`src/rtl/fat12fcs_pkg.sv`:
```
`timescale 1ns / 1ps

package fat12fcs_pkg;

  localparam int unsigned ENTRY_W = 12;
  localparam int unsigned BYTE_W  = 8;

  localparam logic [ENTRY_W-1:0] WANTED_RESET = 12'd1;
  localparam logic [ENTRY_W-1:0] FREE_ENTRY   = 12'h000;

  typedef struct packed {
    logic [BYTE_W-1:0] table_byte;
    logic              end_of_table;
  } in_item_t;

  typedef struct packed {
    logic [ENTRY_W-1:0] cluster_number;
    logic               has_cluster;
    logic               final_res;
  } out_item_t;

  typedef struct packed {
    logic      emit;
    out_item_t item;
  } scan_res_t;

endpackage

```
`src/rtl/fat12fcs_unpack.sv`:
```
`timescale 1ns / 1ps

module fat12fcs_unpack (
  input  logic                                 clk,
  input  logic                                 rst,
  input  logic                                 accept,
  input  fat12fcs_pkg::in_item_t               in_item,
  input  logic [fat12fcs_pkg::ENTRY_W-1:0]     wanted_count,
  output fat12fcs_pkg::scan_res_t              res
);

  localparam logic [1:0] PHASE_FIRST  = 2'd0;
  localparam logic [1:0] PHASE_SECOND = 2'd1;
  localparam logic [1:0] PHASE_THIRD  = 2'd2;

  logic [1:0]                          byte_phase;
  logic [1:0]                          byte_phase_next;
  logic [fat12fcs_pkg::BYTE_W-1:0]     held_byte;
  logic [fat12fcs_pkg::BYTE_W-1:0]     held_byte_next;
  logic [fat12fcs_pkg::ENTRY_W-1:0]    entry_index;
  logic [fat12fcs_pkg::ENTRY_W-1:0]    entry_index_next;
  logic [fat12fcs_pkg::ENTRY_W-1:0]    found_count;
  logic [fat12fcs_pkg::ENTRY_W-1:0]    found_count_next;
  logic                                scan_done;
  logic                                scan_done_next;

  logic [fat12fcs_pkg::ENTRY_W-1:0]    entry;
  logic [fat12fcs_pkg::ENTRY_W-1:0]    found_inc;
  logic                                have_entry;
  logic                                hit;
  logic                                fin;

  assign found_inc = found_count + fat12fcs_pkg::ENTRY_W'(1);

  always_comb begin
    byte_phase_next  = byte_phase;
    held_byte_next   = held_byte;
    entry_index_next = entry_index;
    found_count_next = found_count;
    scan_done_next   = scan_done;
    entry            = fat12fcs_pkg::FREE_ENTRY;
    have_entry       = 1'b0;
    hit              = 1'b0;
    fin              = 1'b0;

    if (!scan_done) begin
      case (byte_phase)
        PHASE_SECOND: begin
          entry           = {in_item.table_byte[3:0], held_byte};
          have_entry      = 1'b1;
          held_byte_next  = in_item.table_byte;
          byte_phase_next = PHASE_THIRD;
        end
        PHASE_THIRD: begin
          entry           = {in_item.table_byte, held_byte[7:4]};
          have_entry      = 1'b1;
          held_byte_next  = '0;
          byte_phase_next = PHASE_FIRST;
        end
        default: begin
          held_byte_next  = in_item.table_byte;
          byte_phase_next = PHASE_SECOND;
        end
      endcase

      if (have_entry) begin
        if (entry == fat12fcs_pkg::FREE_ENTRY) begin
          hit              = 1'b1;
          found_count_next = found_inc;
          if (found_inc >= wanted_count) begin
            fin            = 1'b1;
            scan_done_next = 1'b1;
          end
        end
        entry_index_next = entry_index + fat12fcs_pkg::ENTRY_W'(1);
      end

      if (in_item.end_of_table) begin
        fin = 1'b1;
      end
    end

    // clear the scan at the end of the table
    if (in_item.end_of_table) begin
      byte_phase_next  = PHASE_FIRST;
      held_byte_next   = '0;
      entry_index_next = '0;
      found_count_next = '0;
      scan_done_next   = 1'b0;
    end
  end

  always_comb begin
    res.emit                = hit | fin;
    res.item.cluster_number = hit ? entry_index : '0;
    res.item.has_cluster    = hit;
    res.item.final_res      = fin;
  end

  always_ff @(posedge clk) begin
    if (rst) begin
      byte_phase  <= PHASE_FIRST;
      held_byte   <= '0;
      entry_index <= '0;
      found_count <= '0;
      scan_done   <= 1'b0;
    end else if (accept) begin
      byte_phase  <= byte_phase_next;
      held_byte   <= held_byte_next;
      entry_index <= entry_index_next;
      found_count <= found_count_next;
      scan_done   <= scan_done_next;
    end
  end

endmodule

```
`src/rtl/fat12fcs_outreg.sv`:
```
`timescale 1ns / 1ps

module fat12fcs_outreg (
  input  logic                      clk,
  input  logic                      rst,
  input  logic                      load,
  input  fat12fcs_pkg::out_item_t   load_item,
  output logic                      free,
  output logic                      out_valid,
  input  logic                      out_ready,
  output fat12fcs_pkg::out_item_t   out_data
);

  assign free = !out_valid || out_ready;

  always_ff @(posedge clk) begin
    if (rst) begin
      out_valid <= 1'b0;
    end else if (load) begin
      out_valid <= 1'b1;
    end else if (out_ready) begin
      out_valid <= 1'b0;
    end
  end

  always_ff @(posedge clk) begin
    if (load) begin
      out_data <= load_item;
    end
  end

endmodule

```
`src/rtl/fat12_free_cluster_scan_unit.sv`:
```
`timescale 1ns / 1ps
// A result appears on out_valid in the cycle after the table byte that produces it is accepted.
// Throughput: one table byte per cycle; in_ready drops only while the output
// register holds a result that is not taken.
// Reset (rst, synchronous): clears the scan state and out_valid (out_data is not reset) and
// sets wanted_count to 1.

module fat12_free_cluster_scan_unit (
  input  logic                                 clk,
  input  logic                                 rst,
  input  logic                                 cfg_valid,
  output logic                                 cfg_ready,
  input  logic [fat12fcs_pkg::ENTRY_W-1:0]     cfg_data,
  input  logic                                 in_valid,
  output logic                                 in_ready,
  input  fat12fcs_pkg::in_item_t               in_data,
  output logic                                 out_valid,
  input  logic                                 out_ready,
  output fat12fcs_pkg::out_item_t              out_data
);

  logic [fat12fcs_pkg::ENTRY_W-1:0] wanted_count;
  fat12fcs_pkg::scan_res_t          res;
  logic                             accept;
  logic                             free;

  assign cfg_ready = 1'b1;
  assign in_ready  = free;
  assign accept    = in_valid && in_ready;

  always_ff @(posedge clk) begin
    if (rst) begin
      wanted_count <= fat12fcs_pkg::WANTED_RESET;
    end else if (cfg_valid && cfg_ready) begin
      wanted_count <= cfg_data;
    end
  end

  fat12fcs_unpack u_unpack (
    .clk          (clk),
    .rst          (rst),
    .accept       (accept),
    .in_item      (in_data),
    .wanted_count (wanted_count),
    .res          (res)
  );

  fat12fcs_outreg u_outreg (
    .clk       (clk),
    .rst       (rst),
    .load      (accept && res.emit),
    .load_item (res.item),
    .free      (free),
    .out_valid (out_valid),
    .out_ready (out_ready),
    .out_data  (out_data)
  );

endmodule

```
`config.mk`:
```
export PLATFORM = sky130hd
export DESIGN_NAME = fat12_free_cluster_scan_unit
export DESIGN_NICKNAME = d
export VERILOG_FILES = /design/src/rtl/fat12fcs_pkg.sv /design/src/rtl/fat12fcs_unpack.sv /design/src/rtl/fat12fcs_outreg.sv /design/src/rtl/fat12_free_cluster_scan_unit.sv
export SDC_FILE = /design/constraint.sdc
export NUM_CORES = 1
export LEC_CHECK = 0
export BUFFER_PORTS_ARGS = -buffer_cell sky130_fd_sc_hd__clkbuf_2
export CAP_MARGIN = 20
export CORE_UTILIZATION = 57
export CTS_CLUSTER_SIZE = 30
export DETAILED_ROUTE_END_ITERATION = 7
export GPL_ROUTABILITY_DRIVEN = 1
export GPL_TIMING_DRIVEN = 0
export PLACE_DENSITY = 0.84
export SYNTH_ARGS = -nofsm -noshare
export SYNTH_HDL_FRONTEND = slang
export SYNTH_SLANG_ARGS = --single-unit
```
`constraint.sdc`:
```
create_clock -name clk -period 3.5 [get_ports clk]
set_input_delay 0.7 -clock clk [delete_from_list [all_inputs] [get_ports clk]]
set_output_delay 0.7 -clock clk [all_outputs]
set_load 0.02 [all_outputs]
```
# Word-level counts from Yosys, hierarchy flattened

Cells that the tools add are included.

Bits in registers: 62
Output and inout bits: 17
Word-level logic and storage cells: 58

$add $sub $neg: 2
$lt $le $gt $ge: 1
Equality and inequality tests: 3
Muxes and demuxes: 29
Bitwise operators: 1
Reductions and logical operators: 12

Operators by type and width:

| operator                                                               | number |
|---|---|
| 12-bit 2-to-1 mux                                                      | 8 |
| 12-bit by 1-bit adder with 12-bit output (second input constant)       | 2 |
| 8-bit 2-to-1 mux                                                       | 3 |
| 12-bit one-hot mux with 2 select lines                                 | 1 |
| 1-bit 2-to-1 mux                                                       | 14 |
| 12-bit greater-or-equal comparator                                     | 1 |
| 12-bit logical NOT                                                     | 1 |
| 2-bit nonzero test                                                     | 3 |
| 2-bit 2-to-1 mux                                                       | 2 |
| 2-bit one-hot mux with 2 select lines                                  | 1 |
| 4-bit AND reduction                                                    | 1 |
| 3-bit AND reduction                                                    | 1 |
| 2-bit by 1-bit equality test with 1-bit output (second input constant) | 1 |
| 2-bit equality test (second input constant)                            | 1 |
| 1-bit logical AND                                                      | 2 |
| 2-bit != test (second input constant)                                  | 1 |
| 2-bit AND reduction                                                    | 1 |
| 2-bit OR reduction                                                     | 1 |
| 1-bit logical NOT                                                      | 1 |
| 1-bit logical OR                                                       | 1 |
| 1-bit OR                                                               | 1 |

# Logic depth before layout (Yosys ltp)

Word-level depth: 11
Depth in mapped cells: 10
Mapped depth without buffers: 10

# Hierarchy

Synthesis repeated with hierarchy kept, for this count alone.

Cells, all modules: 327
Area, all modules: 3,109.2 um^2

By module, submodules not included:

| module                       | times used | cells each | area an instance (um^2) |
|---|---|---|---|
| fat12fcs_unpack              | 1          | 267        | 2,195.9 |
| fat12fcs_outreg              | 1          | 18         | 466.7 |
| fat12_free_cluster_scan_unit | 1          | 42         | 446.7 |

# Least setup slack after synthesis

OpenSTA, ideal clock, no wires.

Path type: input to register
Start point: in in_data[4] (netlist name)
End point: reg u_outreg.out_data[0] (netlist name)
Arrival time: 2.541 ns
Setup slack: 0.556 ns
Cell stages on the path: 5
Path buffers: 0
Cells stage by stage: nor4_2 > a21oi_1 > nor3_1 > nor2_1 > nor3_1

Word-level cells in the longest chain between the ends: 9
Elaborated cells on any way between the ends: 12

RTL lines:

| element                                  | line                               | source |
|---|---|---|
| start: declaration                       | fat12_free_cluster_scan_unit.sv:16 | `input fat12fcs_pkg::in_item_t in_data,` |
| 12-bit one-hot mux with 2 select lines * | fat12fcs_unpack.sv:47              | `case (byte_phase)` |
| 12-bit 2-to-1 mux *                      | fat12fcs_unpack.sv:46              | `if (!scan_done) begin` |
| 12-bit logical NOT *                     | fat12fcs_unpack.sv:67              | `if (entry == fat12fcs_pkg::FREE_ENTRY) begin` |
| 1-bit 2-to-1 mux                         | fat12fcs_unpack.sv:67              |  |
| 1-bit 2-to-1 mux                         | fat12fcs_unpack.sv:66              | `if (have_entry) begin` |
| 1-bit 2-to-1 mux                         | fat12fcs_unpack.sv:78              | `if (in_item.end_of_table) begin` |
| 1-bit 2-to-1 mux                         | fat12fcs_unpack.sv:46              |  |
| 1-bit OR *                               | fat12fcs_unpack.sv:94              | `res.emit = hit \| fin;` |
| 1-bit logical AND *                      | fat12_free_cluster_scan_unit.sv:51 | `.load (accept && res.emit),` |
| via u_outreg.load                        | fat12fcs_outreg.sv:6               | `input logic load,` |

Mark *: on every way through the listed nets, which the timed path passes. The rest lies on a longest branch. The select of a mux whose other input is x is not followed.
A chain may end at the register's enable or synchronous reset.

# Worst setup path after layout

Start point: reg u_unpack.found_count[0] (netlist name)
End point: reg u_outreg.out_data[0] (netlist name)

Word-level cells in the longest chain between the ends: 7

RTL lines:

| element                                  | line                   | source |
|---|---|---|
| start: declaration                       | fat12fcs_unpack.sv:22  | `logic [fat12fcs_pkg::ENTRY_W-1:0] found_count;` |
| start signal: assignment                 | fat12fcs_unpack.sv:111 | `found_count <= found_count_next;` |
| 12-bit by 1-bit adder with 12-bit output | fat12fcs_unpack.sv:33  | `assign found_inc = found_count + fat12fcs_pkg::ENTRY_W'(1);` |
| 12-bit greater-or-equal comparator       | fat12fcs_unpack.sv:70  | `if (found_inc >= wanted_count) begin` |
| 1-bit 2-to-1 mux                         | fat12fcs_unpack.sv:70  |  |
| 1-bit 2-to-1 mux                         | fat12fcs_unpack.sv:67  |  |
| 1-bit 2-to-1 mux                         | fat12fcs_unpack.sv:66  |  |
| 1-bit 2-to-1 mux                         | fat12fcs_unpack.sv:78  |  |
| 1-bit 2-to-1 mux                         | fat12fcs_unpack.sv:46  |  |
| via u_unpack.fin                         | fat12fcs_unpack.sv:31  | `logic fin;` |

The timed path passes the listed nets, and every way through them passes these cells.

==> impl_metrics.ini <==
[place]
pre_cts_ws_ps = 698
hpwlAfterDp_um = 4730
port_buffers = 40
globalplace.congestion = 0.844

[logic_synthesis]
synth-xor-area-share_pct = 5.01
synthAdderAreaFrac_pct = 6.37
yosys_register_bits = 62
synth-edff-count = 14
synth_compound_area_share_pct = 13.5
ys_seq_area_share_pct = 43.9
yosys.area.top_type = dfxtp_1
yosysTopAreaCellShare_pct = 30.6
yosysWarnings = 0
syn-instance-count = 332
syn-cell-area_um2 = 3140
synthMuxAreaShare_pct = 4.14
yosys-top-cells-area = dfxtp_1 31%, edfxtp_1 13%, ha_1 6.4%
yosys_most_used_dff = dfxtp_1
synthArstFlopShare_pct = 0
synth_cell_types = 48
yosys.area_share.simple_pct = 22.0
syn_area_per_cell_um2 = 9.47
synth_top_family_by_area = simple AND/OR/NAND/NOR gates
synthesis.nets = 374

[route]
routed_via_density = 5.59
wirelength_um = 6400
antenna_left = 0
drt-wirelength-per-cell_um = 13.9
via_count = 2568
drc = 0
drt_first_iter_violations = 185
first_pass_iters = 4

[critical_path]
reg2reg_to = u_outreg.out_data[0]
cp.arrival_ps = 2900
reg2reg_slack_ps = 690
r2r-start = u_unpack.found_count[0]
end_kind = register
path_max_fanout = 7
crit_type = register to register
crit_required_ps = 3590
cp-start-kind = register
worstRegToRegCells = 9

[sta]
hold_viol_final = 0
fmax_mhz = 356
period_needed_ps = 2810
finClkSkew_ps = 9.99
setup_slack_ps = 691
slew_viol_final = 0
setup_viol = 0
rsz0062_at_grt = false
hold-worst-slack_ps = 467
worst_pin_slew_ps = 694
finalCritPeriodShare_pct = 80.3
relSlewSlack_pct = 53.4

[clock_network]
cts_resized = 0
path_clk_slew_ps = 70
cts-buffers-inserted = 9
h-tree-depth = 3
clk_path_buf_depth = 2
cts_setup_buffers = 0
clk_latency_ps = 340
cts.hold.buffers_added = 0
cts_tree = done
clockRootBuffer = clkbuf_8
cts.sinks = 62

[grt]
grt_max_degree = 11
grt_pass1_vias = 2414
antenna_found_initial = 0
grt-ovfl-total = 0
grt_pass1_wl_um = 10800
gr-usage-all-layers_pct = 23.4

[min_path]
min_to = u_unpack.held_byte[4]
hold_path_class = register to register
hp-start = u_unpack.held_byte[4]
hold_depth = 2

[die]
rows = 26
ios = 43
die-area_um2 = 5820
core_area_um2 = 5200
start_util_pct = 60.4
die_w_um = 76.3
chipHeight_um = 76.3

[run_status]
status = completed

[run]
maxCapViolations = 0

[power_and_ir_drop]
powerDensity_nw_per_um2 = 430
p_leak_nw = 1.50
peakVddDrop_mv = 0.244

[cells_and_area]
diodes = 0
fin_nets = 426
fin_util_pct = 70.1
area_growth_syn_to_layout_pct = 16.0
drive_above_1_share_pct = 19.3
## report_power, final
part           switching, W  internal [W]  leakage [nW]  total [W]
clock              0.000270      0.000364         0.106   0.000634
sequential        0.0000126      0.000754         0.528   0.000767
combinational      0.000106     0.0000624         0.867   0.000168
## critical path, cell delays in order (launching register included)
cell	delay, ps
dfxtp_1	420
ha_1	250
nand3_1	280
nor3_1	320
xor2_1	250
ha_1	300
a21o_1	170
a21oi_1	120
o21ai_0	190
a22o_1	260
## worst max path at each step
stage	from	to	slack, ps	depth (start not counted)
after floorplan	in_data[4]	u_outreg.out_data[0]	560	5
after global placement	in_data[4]	u_outreg.out_data[13]	-20	6
after detailed placement	in_data[4]	u_outreg.out_data[1]	700	7
after CTS	u_unpack.found_count[0]	u_outreg.out_data[0]	740	9
after global routing	u_unpack.found_count[0]	u_outreg.out_data[0]	500	10
final	u_unpack.found_count[0]	u_outreg.out_data[0]	690	9
## Yosys cell counts, types with 5 or more instances
library cell,n
nand3_1,18
clkbuf_1,5
a21oi_1,12
a32o_1,6
o21ai_0,14
inv_1,23
nand4_1,8
ha_1,16
nor2_1,37
mux2i_1,13
nand2_1,21
dfxtp_1,48
xnor2_1,11
and2_1,13
edfxtp_1,14
xor2_1,7
nor3_1,16
## logic make-up after synthesis
group | count (synthesis)
muxes | 13
xor gates and xnor gates | 18
other | 1
DFF | 62
and+or+nand+nor | 131
AOI/OAI and AO/OA | 54
buffers and inverters | 37
adders and majority gates | 16
## cells in the final DEF, fill, tap and decap left out, types with 13 or more instances in the layout
| master | netlist | final |
|---|---|---|
| clkbuf_2 | 1 | 41 |
| nand3_1 | 18 | 18 |
| nor3_1 | 16 | 15 |
| o21ai_0 | 14 | 14 |
| mux2i_1 | 13 | 13 |
| nand2_1 | 21 | 21 |
| ha_1 | 16 | 16 |
| inv_1 | 23 | 23 |
| nor2_1 | 37 | 37 |
| edfxtp_1 | 14 | 14 |
| dfxtp_1 | 48 | 48 |
| and2_1 | 13 | 13 |
## area by class of cell
class	count	area [um^2]
flip-flops and latches	62	1380
clock buffers	12	155
multi-input cells	233	1610
repair buffers	41	211
inverters	23	86.3
fillers	412	1560
clock inverters	4	45.0
plain buffers	14	68.8
well taps	70	87.6
## metal layers
metal / global-route usage [%] / vias to the layer above / routed length (um)
met5: 0 / - / 0
met4: 11.5 / 0 / 153
met3: 4.19 / 17 / 306
met2: 40.7 / 71 / 3150
met1: 27.8 / 1198 / 2790
li1: - / 1282 / -
## flip-flops by register name, indices dropped and copies added (netlist names)
signal / flops
u_unpack.entry_index: 12
u_unpack.held_byte: 8
u_unpack.found_count: 12
u_outreg.out_valid: 1
u_unpack.byte_phase: 2
u_unpack.scan_done: 1
u_outreg.out_data: 14
wanted_count: 12
## metrics by stage
step / instance area (um^2) / instances / power (W) / TNS (ps)
floorplan: 3140 / 332 / 0.000893 / 0
global placement: 3430 / 442 / 0.000940 / -271
detailed placement: 3450 / 443 / 0.000949 / 0
CTS: 3650 / 459 / 0.00157 / 0
global route: 3650 / 459 / 0.00162 / 0
finish: 3650 / 459 / 0.00157 / 0
(Power assumes the default switching activity.)
